<file path="src/vn3b_pkg.sv">
// Package for the three-band value noise block: constants and arithmetic helpers.
// Used by every module under src except vn3b_if; no dependencies.
`timescale 1ns / 1ps
package vn3b_pkg;

	localparam int unsigned PosW  = 24;
	localparam int unsigned FreqW = 24;
	localparam int unsigned SeedW = 32;
	localparam int unsigned GrainW = 16;
	localparam int unsigned RegIdxW = 1;

	// register indexes
	localparam logic [RegIdxW-1:0] RegBaseFreq  = 1'd0;
	localparam logic [RegIdxW-1:0] RegNoiseSeed = 1'd1;

	localparam logic [23:0] FreqReset = 24'd65536;
	localparam logic [31:0] SeedReset = 32'd1;

	// rotation coefficients, Q0.16
	localparam logic signed [17:0] C80 = 18'sd52429;
	localparam logic signed [17:0] C60 = 18'sd39322;
	localparam logic signed [17:0] C28 = 18'sd18350;
	localparam logic signed [17:0] C96 = 18'sd62915;

	localparam logic [18:0] F2Mul = 19'd135660;
	localparam logic [18:0] F3Mul = 19'd282460;
	localparam logic [15:0] W1 = 16'd36045;
	localparam logic [15:0] W2 = 16'd19661;
	localparam logic [15:0] W3 = 16'd9830;
	localparam logic [31:0] Seed2Xor = 32'h51;
	localparam logic [31:0] Seed3Xor = 32'hA3;

	localparam logic [31:0] HashX = 32'h9E3779B9;
	localparam logic [31:0] HashY = 32'h85EBCA77;
	localparam logic [31:0] HashZ = 32'hC2B2AE3D;
	localparam logic [31:0] MixA  = 32'h7feb352d;
	localparam logic [31:0] MixB  = 32'h846ca68b;

	// first half of lowbias32: xor-shift and first multiply
	function automatic logic [31:0] mix_a(input logic [31:0] v);
		logic [31:0] t;
		t = v ^ (v >> 16);
		return t * MixA;
	endfunction

	// second half of lowbias32
	function automatic logic [31:0] mix_b(input logic [31:0] v);
		logic [31:0] t;
		logic [31:0] u;
		t = v ^ (v >> 15);
		u = t * MixB;
		return u ^ (u >> 16);
	endfunction

	// band coordinate format after rotation (grows by one bit per turn)
	localparam int unsigned CoordW = 26;
	typedef logic signed [CoordW-1:0] coord_t;
	typedef logic [31:0] cell_t;
	typedef logic [15:0] frac_t;
	typedef logic [23:0] val_t;

endpackage

</file>
<file path="src/vn3b_rot.sv">
// Rotation stages: turns the point about y, then about x, registered in stages s1 to s3.
// Depends on vn3b_pkg.
`timescale 1ns / 1ps
module vn3b_rot
	import vn3b_pkg::*;
(
	input  logic   clk,
	input  logic   en,
	input  logic signed [PosW-1:0] px,
	input  logic signed [PosW-1:0] py,
	input  logic signed [PosW-1:0] pz,
	output coord_t p0 [3],
	output coord_t p1 [3],
	output coord_t p2 [3]
);
	logic signed [PosW-1:0] px_s1, py_s1, pz_s1;
	logic signed [43:0] axm_s1, azm_s1;
	coord_t ax, az;
	coord_t q0_s2 [3];
	coord_t q1_s2 [3];
	logic signed [45:0] bym_s2, bzm_s2;
	coord_t by, bz;
	coord_t r0_s3 [3];
	coord_t r1_s3 [3];
	coord_t r2_s3 [3];

	// turn about y; arithmetic shift floors
	always_ff @(posedge clk) begin
		if (en) begin
			px_s1 <= px;
			py_s1 <= py;
			pz_s1 <= pz;
			axm_s1 <= 44'(px * C80) - 44'(pz * C60);
			azm_s1 <= 44'(px * C60) + 44'(pz * C80);
		end
	end
	assign ax = coord_t'(axm_s1 >>> 16);
	assign az = coord_t'(azm_s1 >>> 16);

	// turn about x
	always_ff @(posedge clk) begin
		if (en) begin
			q0_s2[0] <= coord_t'(px_s1);
			q0_s2[1] <= coord_t'(py_s1);
			q0_s2[2] <= coord_t'(pz_s1);
			q1_s2[0] <= ax;
			q1_s2[1] <= coord_t'(py_s1);
			q1_s2[2] <= az;
			bym_s2 <= 46'(coord_t'(py_s1) * C28) - 46'(az * C96);
			bzm_s2 <= 46'(coord_t'(py_s1) * C96) + 46'(az * C28);
		end
	end
	assign by = coord_t'(bym_s2 >>> 16);
	assign bz = coord_t'(bzm_s2 >>> 16);

	always_ff @(posedge clk) begin
		if (en) begin
			r0_s3 <= q0_s2;
			r1_s3 <= q1_s2;
			r2_s3[0] <= q1_s2[0];
			r2_s3[1] <= by;
			r2_s3[2] <= bz;
		end
	end
	assign p0 = r0_s3;
	assign p1 = r1_s3;
	assign p2 = r2_s3;
endmodule

</file>
<file path="config.mk">
export PLATFORM = sky130hd
export DESIGN_NAME = vn3b_rot
export DESIGN_NICKNAME = d
export VERILOG_FILES = /design/src/vn3b_pkg.sv /design/src/vn3b_rot.sv
export SDC_FILE = /design/constraint.sdc
export NUM_CORES = 2
export LEC_CHECK = 0
export BUFFER_PORTS_ARGS = -buffer_cell sky130_fd_sc_hd__buf_2
export CORE_MARGIN = 8
export CORE_UTILIZATION = 35
export DETAILED_ROUTE_END_ITERATION = 12
export SLEW_MARGIN = 10
export SYNTH_ARGS = -nofsm -noshare
export SYNTH_HDL_FRONTEND = slang
export SYNTH_SLANG_ARGS = --single-unit
</file>
<file path="constraint.sdc">
create_clock -name clk -period 12.9 [get_ports clk]
set_clock_uncertainty 0.15 [all_clocks]
set_input_delay 1.29 -clock clk [delete_from_list [all_inputs] [get_ports clk]]
set_output_delay 1.29 -clock clk [all_outputs]
set_load 0.005 [all_outputs]
</file>
# Word level (Yosys, flattened, before mapping)
# Cells that the tools add are included.
[totals] ff_bits=540 latchBits=0 mem_bits_rw=0 mem_bits_ro=0 in_bits=74 out_inout_bits=234 word_cells=31 n_memories=0
[op_classes] addsub=4 mul=8 div_mod_pow=0 order_cmp=0 n_eq_ne=0 shift=0 muxes=0 bitwise_logic=0 reduce_logical=0
[op_table] cell="$mul 24x17->41 const B" count=3
[op_table] cell="$mul 24x16->40 const B" count=2
[op_table] cell="$add 41x41->42" count=1
[op_table] cell="$add 41x42->42" count=1
[op_table] cell="$mul 26x17->42 const B" count=1
[op_table] cell="$sub 40x42->42" count=1
[op_table] cell="$sub 41x41->42" count=1
[op_table] cell="$mul 26x15->41 const B" count=1
[op_table] cell="$mul 24x15->39 const B" count=1

# Logic depth before layout (Yosys ltp)
[logic_depth] depth_word=2 depth_mapped=47 ltp_nobuf=47

# Worst setup path after synthesis
# No wires, ideal clock.
[synth_path] kind="input to register" start="input pz[10]" end="register axm_s1[41] (data pin)" setup_time_ps=268 arrival_time_ps=10904 t_required_ps=12482 slack_ps=1578 path_stages=42 path_cell_list="ha_1 > ha_1 > inv_1 > fa_1 > inv_1 > fa_1 > fa_1 > fa_1 > ha_1 > and2_1 > o221a_2 > o21ai_0 > nand2_1 > a211o_1 > and2_1 > o21ai_0 > nand2_1 > a21oi_1 > [... 6 more ...] > inv_1 > fa_1 > fa_1 > fa_1 > fa_1 > inv_1 > ha_1 > a21o_1 > a21o_1 > a221o_1 > nand3_1 > a21boi_1 > o21a_1 > o21a_1 > o21a_1 > o21a_1 > nor2_1 > xnor3_1"
[synth_between] elab_chain_cells=2
[synth_rtl] item="from (decl)" line_no="vn3b_rot.sv:11" text="input logic signed [PosW-1:0] pz,"
[synth_rtl] item="$mul 24x16->40" line_no="vn3b_rot.sv:33" text="axm_s1 <= 44'(px * C80) - 44'(pz * C60);"
[synth_rtl] item="$sub 41x41->42" line_no="vn3b_rot.sv:33"
[synth_rtl] item="to (signal assigned)" line_no="vn3b_rot.sv:33"
[synth_rtl] item="to (decl)" line_no="vn3b_rot.sv:17" text="logic signed [43:0] axm_s1, azm_s1;"
# Every way passes these cells.
# A chain may end at the register's enable or synchronous reset.

# Final worst setup path
[layout_path] start="register py_s1[9]" end="register bym_s2[41] (data pin)"
[layout_between] elab_chain_cells=2
[layout_rtl] item="from (decl)" line_no="vn3b_rot.sv:16" text="logic signed [PosW-1:0] px_s1, py_s1, pz_s1;"
[layout_rtl] item="from (signal assigned)" line_no="vn3b_rot.sv:31" text="py_s1 <= py;"
[layout_rtl] item="$mul 24x15->39" line_no="vn3b_rot.sv:49" text="bym_s2 <= 46'(coord_t'(py_s1) * C28) - 46'(az * C96);"
[layout_rtl] item="$sub 40x42->42" line_no="vn3b_rot.sv:49"
[layout_rtl] item="to (signal assigned)" line_no="vn3b_rot.sv:49"
[layout_rtl] item="to (decl)" line_no="vn3b_rot.sv:21" text="logic signed [45:0] bym_s2, bzm_s2;"
# Every way passes these cells.

==> impl_results.md <==
* DR DRC count at 0
* Crit. End Element: flop
* Delay of the slowest critical-path stage at 0.80 ns
* CORE AREA at 221400 µm²
* Slew Limit Fails at 0
* Vias at 47980
* Final setup viols at 0
* Initial antenna violation count at 13
* Simple-gate share of the synthesized area at 3.202%
* Crit path from: py_s1[9]
* Top FF cell, synth: edfxtp_1
* RePlAce Congestion at 0.9023
* Global route overflow at 0
* Layout Nets at 10270
* Period Utilization, post-route at 93.78%
* Cts bufs inserted at 56
* DR pass1 iterations at 5
* DP Cell Count at 10400
* Achievable Freq at 82.66 MHz
* Area growth syn-to-layout at 9.761%
* RSZ-0062 raised after global routing: no
* Layout Utilization at 38.51%
* Final std cells w/o fill at 10510
* Worst reg2reg path depth at 40
* Largest family of logic cells by synthesized area: adder cells
* Mux share of post-synthesis cell area at 0.3076%
* Status: complete, no violations
* First-pass GRT wire length at 313500 µm
* CTS tree: done
* Layout fillers at 21680
* Die height at 487.1 µm
* Sum Neg Setup Slack at 0 ns
* CP endpoint: bym_s2[41]
* R2r setup slk at 0.80 ns
* Worst Path Arrival at 12.37 ns
* Crit Reg-Reg Startpoint: py_s1[9]
* I/O Buffers at 307
* Routed vias/inst at 4.567
* Initial Util at 35.09%
* Post-CTS sizing at 0
* Clock latency on the worst-skew pair at 0.75 ns
* Chip width at 487.1 µm
* GRT Resource Usage Total at 17.20%
* Critical Path RT at 13.17 ns
* Post-Synth XOR/XNOR Area at 3.630%
* Syn Inst Count at 7083
* Worst reg2reg path endpoint: bym_s2[41]
* Relative slew slack at 35.17%
* Maximum clock path buffer count at 3
* EDFF count, synth at 476
* Most frequent cell on the critical path: fa_1
* Layout cells sized above 1 at 7.455%
* Yosys Warn Count at 0
* Clock-pin transition on the worst setup and hold timing paths at 0.07 ns
* Final hold vios at 0
* Buffers & Inverters on Critical Path at 6
* Number of core rows at 173
* Routed Antenna Nets at 0
* CP top delay family: adder cells
* Netlist cell types at 88
* Top Ports at 308
* Worst min path class: flop to flop
* Mean Syn Cell Area at 10.97 µm²
* Worst slew pin tran at 0.9623 ns
* Clock sinks at 476
* Largest net degree at the start of global routing at 149
* Max Cap Viol at 0
* Ys async rst share at 0%
* CP Depth at 40
* Slowest-stage cell, CP: a2111oi_0
* Crit path kind: flop to flop
* Die area at 237300 µm²
* Post-CTS Setup Bufs at 0
* Hold Crit Start: bym_s2[39]
* CTS Hold Bufs at 0
* Wire length per cell at 19.24 µm
* WL final at 202100 µm
* Sequential fraction of the synthesis area at 18.40%
* First DRT Iteration DRCs at 2068
* Vias in the first global route at 53810
* Mapped Area at 77690 µm²
* Compound-gate portion of the synthesized area at 5.422%
* HPWL after DPL at 177000 µm
* CTS H-tree lvls at 2
* Critical Path Start Type: flop
* Net Count, Synth at 9869
* Root Driver: clkbuf_16
* Synth Area in Adders at 57.14%
* Synth Register Bits at 476
* CP Max Fanout at 7
* Tmin final at 12.10 ns
==> layer usage <==
| metal | routed length, µm | vias up | global-route usage, % |
|---|---|---|---|
| met5 | 92 | - | 0 |
| met4 | 6478 | 16 | 5.011 |
| met3 | 6829 | 262 | 2.025 |
| met2 | 104500 | 774 | 31.48 |
| met1 | 84160 | 24430 | 21.26 |
| li1 | - | 22490 | - |
==> layout by cell type, fill, tap and decap left out, types with 92 or more instances in the layout <==
| cell type | instances |
|---|---|
| buf_4 | 114 |
| nor2_1 | 168 |
| buf_2 | 305 |
| a21oi_1 | 184 |
| edfxtp_1 | 476 |
| xnor2_1 | 211 |
| o21ai_0 | 92 |
| nand2_1 | 110 |
| inv_1 | 2320 |
| a21o_1 | 124 |
| xor2_1 | 104 |
| fa_1 | 1393 |
| ha_1 | 1319 |
==> cell type report <==
class / instances / area (µm²) / share of cell area, %
clock buffers: 60 / 1416 / 1.661
well taps: 2975 / 3722 / 4.365
flip-flops and latches: 476 / 14290 / 16.76
clock inverters: 43 / 528.0 / 0.6192
repair buffers: 422 / 2437 / 2.858
multi-input cells: 4202 / 54150 / 63.50
diodes: 5 / 12.51 / 0.01467
inverters: 2322 / 8716 / 10.22
==> worst min path at each step <==
stage,depth (start not counted),end
final,0,p2[49]
after global routing,0,p0[45]
after CTS,0,p2[49]
after detailed placement,0,p0[42]
after global placement,0,q0_s2[4]
after floorplan,0,p0[0]
==> per-stage QoR <==
stage | instance area (µm²) | setup slack (ns) | hold slack [ns]
2_1_floorplan | 77690 | 1.578 | 0.2503
3_3_place_gp | 83320 | 0.1541 | 0.2506
3_5_place_dp | 83320 | 0.07110 | 0.2545
4_1_cts | 85260 | 0.6724 | 0.2599
5_1_grt | 85260 | 0.2044 | 0.2658
6_report | 85280 | 0.8018 | 0.2578
==> kinds of logic after synthesis <==
group	after synthesis
compound gates	633
fa+ha+maj	2712
simple gates	516
xor+xnor	318
mux	23
flops	476
buf+inv	2405
==> cell usage after synthesis (4+ instances only) <==
cell type | number | share of area [%]
inv_1 | 2320 | 11
fa_1 | 1393 | 36
ha_1 | 1319 | 21
edfxtp_1 | 476 | 18
xnor2_1 | 211 | 2.4
a21oi_1 | 184 | 1.2
nor2_1 | 168 | 0.81
a21o_1 | 124 | 1.2
nand2_1 | 110 | 0.53
xor2_1 | 104 | 1.2
o21ai_0 | 92 | 0.59
buf_4 | 58 | 0.56
o21a_1 | 49 | 0.47
nor3_1 | 43 | 0.28
nor2b_1 | 34 | 0.27
nand3_1 | 32 | 0.21
nand2b_1 | 31 | 0.25
o21bai_1 | 24 | 0.23
nand4_1 | 22 | 0.18
and2_1 | 20 | 0.16
o21ai_1 | 20 | 0.13
clkbuf_1 | 18 | 0.087
mux2i_1 | 16 | 0.21
a211oi_1 | 15 | 0.14
a31oi_1 | 15 | 0.12
and3_1 | 12 | 0.097
o211ai_1 | 12 | 0.12
or2_2 | 10 | 0.081
or3_1 | 9 | 0.072
o31ai_1 | 8 | 0.077
a211o_1 | 7 | 0.079
and4_1 | 7 | 0.079
a2111oi_0 | 6 | 0.068
a21boi_0 | 6 | 0.058
a221o_1 | 6 | 0.077
mux2_2 | 6 | 0.087
a31o_2 | 5 | 0.056
nor4_1 | 5 | 0.040
o31a_1 | 5 | 0.056
a22oi_1 | 4 | 0.039
a41oi_1 | 4 | 0.045
buf_1 | 4 | 0.019
==> registers in the layout, indices dropped and copies added, names as in the netlist <==
name,cells
p0,72
bzm_s2,26
azm_s1,26
q0_s2,48
q1_s2,76
py_s1,24
px_s1,24
pz_s1,24
p1,52
axm_s1,26
bym_s2,26
p2,52
Power is left out: the tool's default activity adds up to more than one toggle a clock period on the data nets, which glitch-free logic cannot reach.
